==> src/design/dbtf_pkg.sv <==
// Shared types and constants for the directional bright-trail filter.
// No dependencies; every other design file refers to this package by scoped names.
package dbtf_pkg;

  localparam int MAX_WIDTH = 4096;
  localparam int COL_W     = $clog2(MAX_WIDTH);
  localparam int CH_W      = 16;
  localparam int CFG_W     = 17;
  localparam int CIDX_W    = 2;

  // Rec.601 luma weights in Q0.16, summing to 65536.
  localparam logic [31:0] LUMA_R = 32'd19595;
  localparam logic [31:0] LUMA_G = 32'd38470;
  localparam logic [31:0] LUMA_B = 32'd7471;

  localparam logic [CH_W-1:0] FULL_SCALE = {CH_W{1'b1}};

  localparam logic [CIDX_W-1:0] CFG_DECAY    = 2'd0;
  localparam logic [CIDX_W-1:0] CFG_THRESH   = 2'd1;
  localparam logic [CIDX_W-1:0] CFG_STRENGTH = 2'd2;
  localparam logic [CIDX_W-1:0] CFG_VERTICAL = 2'd3;

  localparam logic [15:0] DECAY_RST    = 16'd62915;
  localparam logic [15:0] THRESH_RST   = 16'd36045;
  localparam logic [16:0] STRENGTH_RST = 17'd58982;

  typedef logic [CH_W-1:0] chan_t;
  typedef chan_t [2:0] rgb_t;

  // Commands from the controller to the datapath.
  typedef struct packed {
    logic load;   // take the input word and start the line-store read
    logic look;   // evaluate luma against the threshold
    logic decay;  // decay the previous trail, merge the seed, write back
    logic scale;  // apply strength and load the output register
  } cmd_t;

  // Status from the datapath to the controller.
  typedef struct packed {
    logic out_free;  // output register is empty or being emptied this cycle
  } status_t;

endpackage

==> src/design/dbtf_ctrl.sv <==
// Sequencing controller for the directional bright-trail filter.
// Depends on dbtf_pkg for the command and status structures.
module dbtf_ctrl (
  input  logic              clk,
  input  logic              rst_n,
  input  logic              in_valid,
  output logic              in_ready,
  input  dbtf_pkg::status_t status,
  output dbtf_pkg::cmd_t    cmd
);

  typedef enum logic [1:0] {
    S_IDLE,
    S_LOOK,
    S_DECAY,
    S_SCALE
  } state_t;

  state_t state_r;
  state_t state_nxt;

  always_comb begin
    state_nxt = state_r;
    unique case (state_r)
      S_IDLE:  if (in_valid) state_nxt = S_LOOK;
      S_LOOK:  state_nxt = S_DECAY;
      S_DECAY: state_nxt = S_SCALE;
      S_SCALE: if (status.out_free) state_nxt = S_IDLE;
      default: state_nxt = S_IDLE;
    endcase
  end

  always_ff @(posedge clk) begin
    if (!rst_n) begin
      state_r <= S_IDLE;
    end else begin
      state_r <= state_nxt;
    end
  end

  assign in_ready  = (state_r == S_IDLE);
  assign cmd.load  = (state_r == S_IDLE) && in_valid;
  assign cmd.look  = (state_r == S_LOOK);
  assign cmd.decay = (state_r == S_DECAY);
  assign cmd.scale = (state_r == S_SCALE) && status.out_free;

`ifndef NO_ASSERTIONS
  a_accept_starts: assert property (@(posedge clk) disable iff (!rst_n)
    (in_valid && in_ready) |=> (state_r == S_LOOK))
    else $error("accepted word did not start the sequence");
  a_look_to_decay: assert property (@(posedge clk) disable iff (!rst_n)
    (state_r == S_LOOK) |=> (state_r == S_DECAY))
    else $error("lookup step not followed by decay step");
  a_decay_to_scale: assert property (@(posedge clk) disable iff (!rst_n)
    (state_r == S_DECAY) |=> (state_r == S_SCALE))
    else $error("decay step not followed by scale step");
  a_scale_waits: assert property (@(posedge clk) disable iff (!rst_n)
    ((state_r == S_SCALE) && !status.out_free) |=> (state_r == S_SCALE) && !in_ready)
    else $error("scale step left while the output register was blocked");
`endif

endmodule

==> config.mk <==
export PLATFORM = sky130hd
export DESIGN_NAME = dbtf_ctrl
export DESIGN_NICKNAME = d
export VERILOG_FILES = /design/src/design/dbtf_pkg.sv /design/src/design/dbtf_ctrl.sv
export SDC_FILE = /design/constraint.sdc
export NUM_CORES = 1
export LEC_CHECK = 0
export ABC_AREA = 1
export BUFFER_PORTS_ARGS = -buffer_cell sky130_fd_sc_hd__buf_2
export CORE_AREA = 10 10 47 49
export DETAILED_ROUTE_END_ITERATION = 10
export DIE_AREA = 0 0 57 59
export SYNTH_ARGS = -nofsm -noshare
export SYNTH_HDL_FRONTEND = slang
export SYNTH_SLANG_ARGS = --single-unit
==> constraint.sdc <==
create_clock -name clk -period 1 [get_ports clk]
set_input_delay 0.3 -clock clk [delete_from_list [all_inputs] [get_ports clk]]
set_output_delay 0.3 -clock clk [all_outputs]
set_load 0.02 [all_outputs]
==> flow_summary.yaml <==
run_status:
  run_status: "finished, violations left"
  failed_checks: "negative setup slack"
power_and_ir_drop:
  total_leakage_power_nw: 0.190
  vdd_drop_max_uv: 989
  power_density_mw_per_mm2: 3040
timing:
  slew_headroom_pct: 93.5
  final_critical_path_setup_slack_ns: -0.293
  finalWorstPathRequiredPeriod_ns: 1.29
  min_period_over_period_pct: 129
  hold_violations: 0
  finalSetupTns_ns: -1.41
  finalSetupViolCount: 7
  maxClockFrequency_mhz: 774
  max_slew_violation_count: 0
  timing_worst_slew_pin_value_ns: 0.0967
  setup_repair_after_global_routing_missed_its_margin: "true"
  finClkSkew_ns: 0.00222
finish:
  drive_gt1_share_pct: 78.0
  layout.core_utilization_pct: 26.0
  largest_register_ff_count: 2
  areaGrowthSynthToFinish_pct: 103
  nFillCells: 163
  largest_registers: "state_r x2"
  antenna-diode-count: 0
  layout.cells.most_common: "buf_4"
  net_count_reported_at_finish: 51
  registers.top_by_ff_count: "state_r"
floorplan:
  die-area_sq_mm: 0.00336
  io-pin-count: 9
  fp.coreArea_sq_mm: 0.00140
  die_y_um: 59
  chipWidth_um: 57
  initial_utilization_pct: 12.8
  fp-row-count: 14
route:
  ratio_of_routed_vias_to_standard_cells: 3.47
  drcViolationCount: 0
  first_iter_violations: 1
  detail-route-antenna-nets: 0
  dr.pass1.iters: 2
  routed_wl_um: 475
  num_vias: 198
  routedWlPerCell_um: 8.33
placed_design:
  place_congestion: 0.672
  port-buffer-count: 8
  dpl.hpwl_um: 373
worst_hold_path:
  hold_path.class: "in2reg"
  min_path_cells: 3
clock_tree:
  insertion_delay_ns: 0.22
  holdBufCountCts: 0
  cts.root.buffer_cell: "clkbuf_4"
  h-tree-depth: 1
  ctsLongestPathBuffers: 2
  clkTransAtPathRegs_ns: 0.03
  cts_tree: "done"
  cts_inserted_buffers: 3
  cts.sinks: 2
worst_setup_path:
  worst_setup_path_end_kind: "output pin"
  critPathBufInv: 2
  criticalPathCategory: "reg2out"
  worst_r2r_path_depth: 7
  crit_path_top_delay_cell: "dfxtp_4"
  crit_path_cell_trace: "buf_4 -> ha_2 -> buf_6"
  crit_required_ns: 0.70
  critPathTopFamily: "flip-flops"
  critical_path_peak_fanout: 4
  crit_path_start_kind: "flip-flop"
  total_stage_count_of_the_critical_path: 3
  crit_path_max_incr_delay_ns: 0.35
  worst-endpoint-arrival_ns: 0.99
job:
  max_cap_viol_count: 0
yosys:
  synth_area_sq_um: 179
  synth_area_per_cell_sq_um: 6.88
  synth.yosys.seq_area_share_pct: 22.4
  synth_cell_types: 8
  synth-warning-count: 0
  syn-instance-count: 26
  ys_ff_latch: 2
  mappedNetlistNets: 34
grt:
  overflow: 0
  maximum_number_of_pins_on_one_net_before_global_route_repair: 5
  all_layer_gr_usage_pct: 3.24
  number_of_global_route_vias_before_repair: 208
  grt_pass1_wl_um: 800
  number_of_antenna_violations_at_the_first_check_in_global_routing: 0
## power breakdown
group	switching [W]	leakage [nW]	internal [W]
clock network	0.0000441	0.0138	0.000132
registers	0.0000543	0.0178	0.000136
logic	0.000363	0.158	0.000376
total	0.000461	0.190	0.000644
## cells in the mapped netlist
cell type | n | area share, %
inv_1 | 7 | 15
nand2_1 | 5 | 10
dfxtp_1 | 2 | 22
nand3_2 | 1 | 5.6
nor2_1 | 3 | 6.3
ha_1 | 4 | 28
nand2_2 | 2 | 7.0
a21oi_1 | 2 | 5.6
## cell type report
class                      count  area [sq um]  area share (%)
sequential                     2          47.5            13.1
timing repair buffer          12          93.8            25.8
tap                           16          20.0            5.50
clock buffer                   3          22.5            6.19
inverter                       7          31.3            8.59
multi-input combinational     17           149            40.9
## kinds of logic (layout without fill, tap and decap cells)
| family | after synthesis | in the layout | share of synthesized area, % |
|---|---|---|---|
| and+or+nand+nor | 11 | 11 | 29.4 |
| buffers and inverters | 7 | 22 | 14.7 |
| adders and majority gates | 4 | 4 | 28.0 |
| AOI/OAI and AO/OA | 2 | 2 | 5.59 |
| DFF | 2 | 2 | 22.4 |
## through the flow
stage / cells / power (W) / hold slack, ns / area (sq um) / setup slack [ns]
floorplan: 26 / 0.000570 / 0.421 / 194 / -0.0662
global placement: 53 / 0.000713 / 0.532 / 277 / -0.150
detailed placement: 53 / 0.000729 / 0.553 / 277 / -0.165
CTS: 56 / 0.00109 / 0.312 / 349 / -0.308
global route: 57 / 0.00122 / 0.318 / 364 / -0.342
finish: 57 / 0.00111 / 0.318 / 364 / -0.293
## worst reg2reg max path: stages, from the launching register on
cell and delay (ns):
dfxtp_4 0.36, inv_4 0.05, ha_4 0.16, buf_4 0.14
nand2_4 0.07, nand3_2 0.06, nand2_1 0.05, nor2_1 0.04
## final timing paths
check | start | end | slack (ns)
max | state_r[0]$_SDFFE_PN0P_ | cmd[2] | -0.29
min reg2reg | state_r[1]$_SDFFE_PN0P_ | state_r[1]$_SDFFE_PN0P_ | 0.54
min | rst_n | state_r[1]$_SDFFE_PN0P_ | 0.32
max reg2reg | state_r[1]$_SDFFE_PN0P_ | state_r[1]$_SDFFE_PN0P_ | -0.04
## what timing repair did
item | CTS | global route
pin swaps | 3 | 1
setup buffers | 0 | 1
setup endpoints to repair | 7 | 7
gates resized for setup | 19 | 3
cloned | 0 | 0
## metal layers
layer	GRT usage [%]	vias to the layer above	part of all wire [%]
met5	0	-	0
met4	3.02	0	0
met3	3.65	0	16
met2	4.34	7	46
met1	2.49	86	38
li1	-	105	-
(Power assumes the default switching activity.)
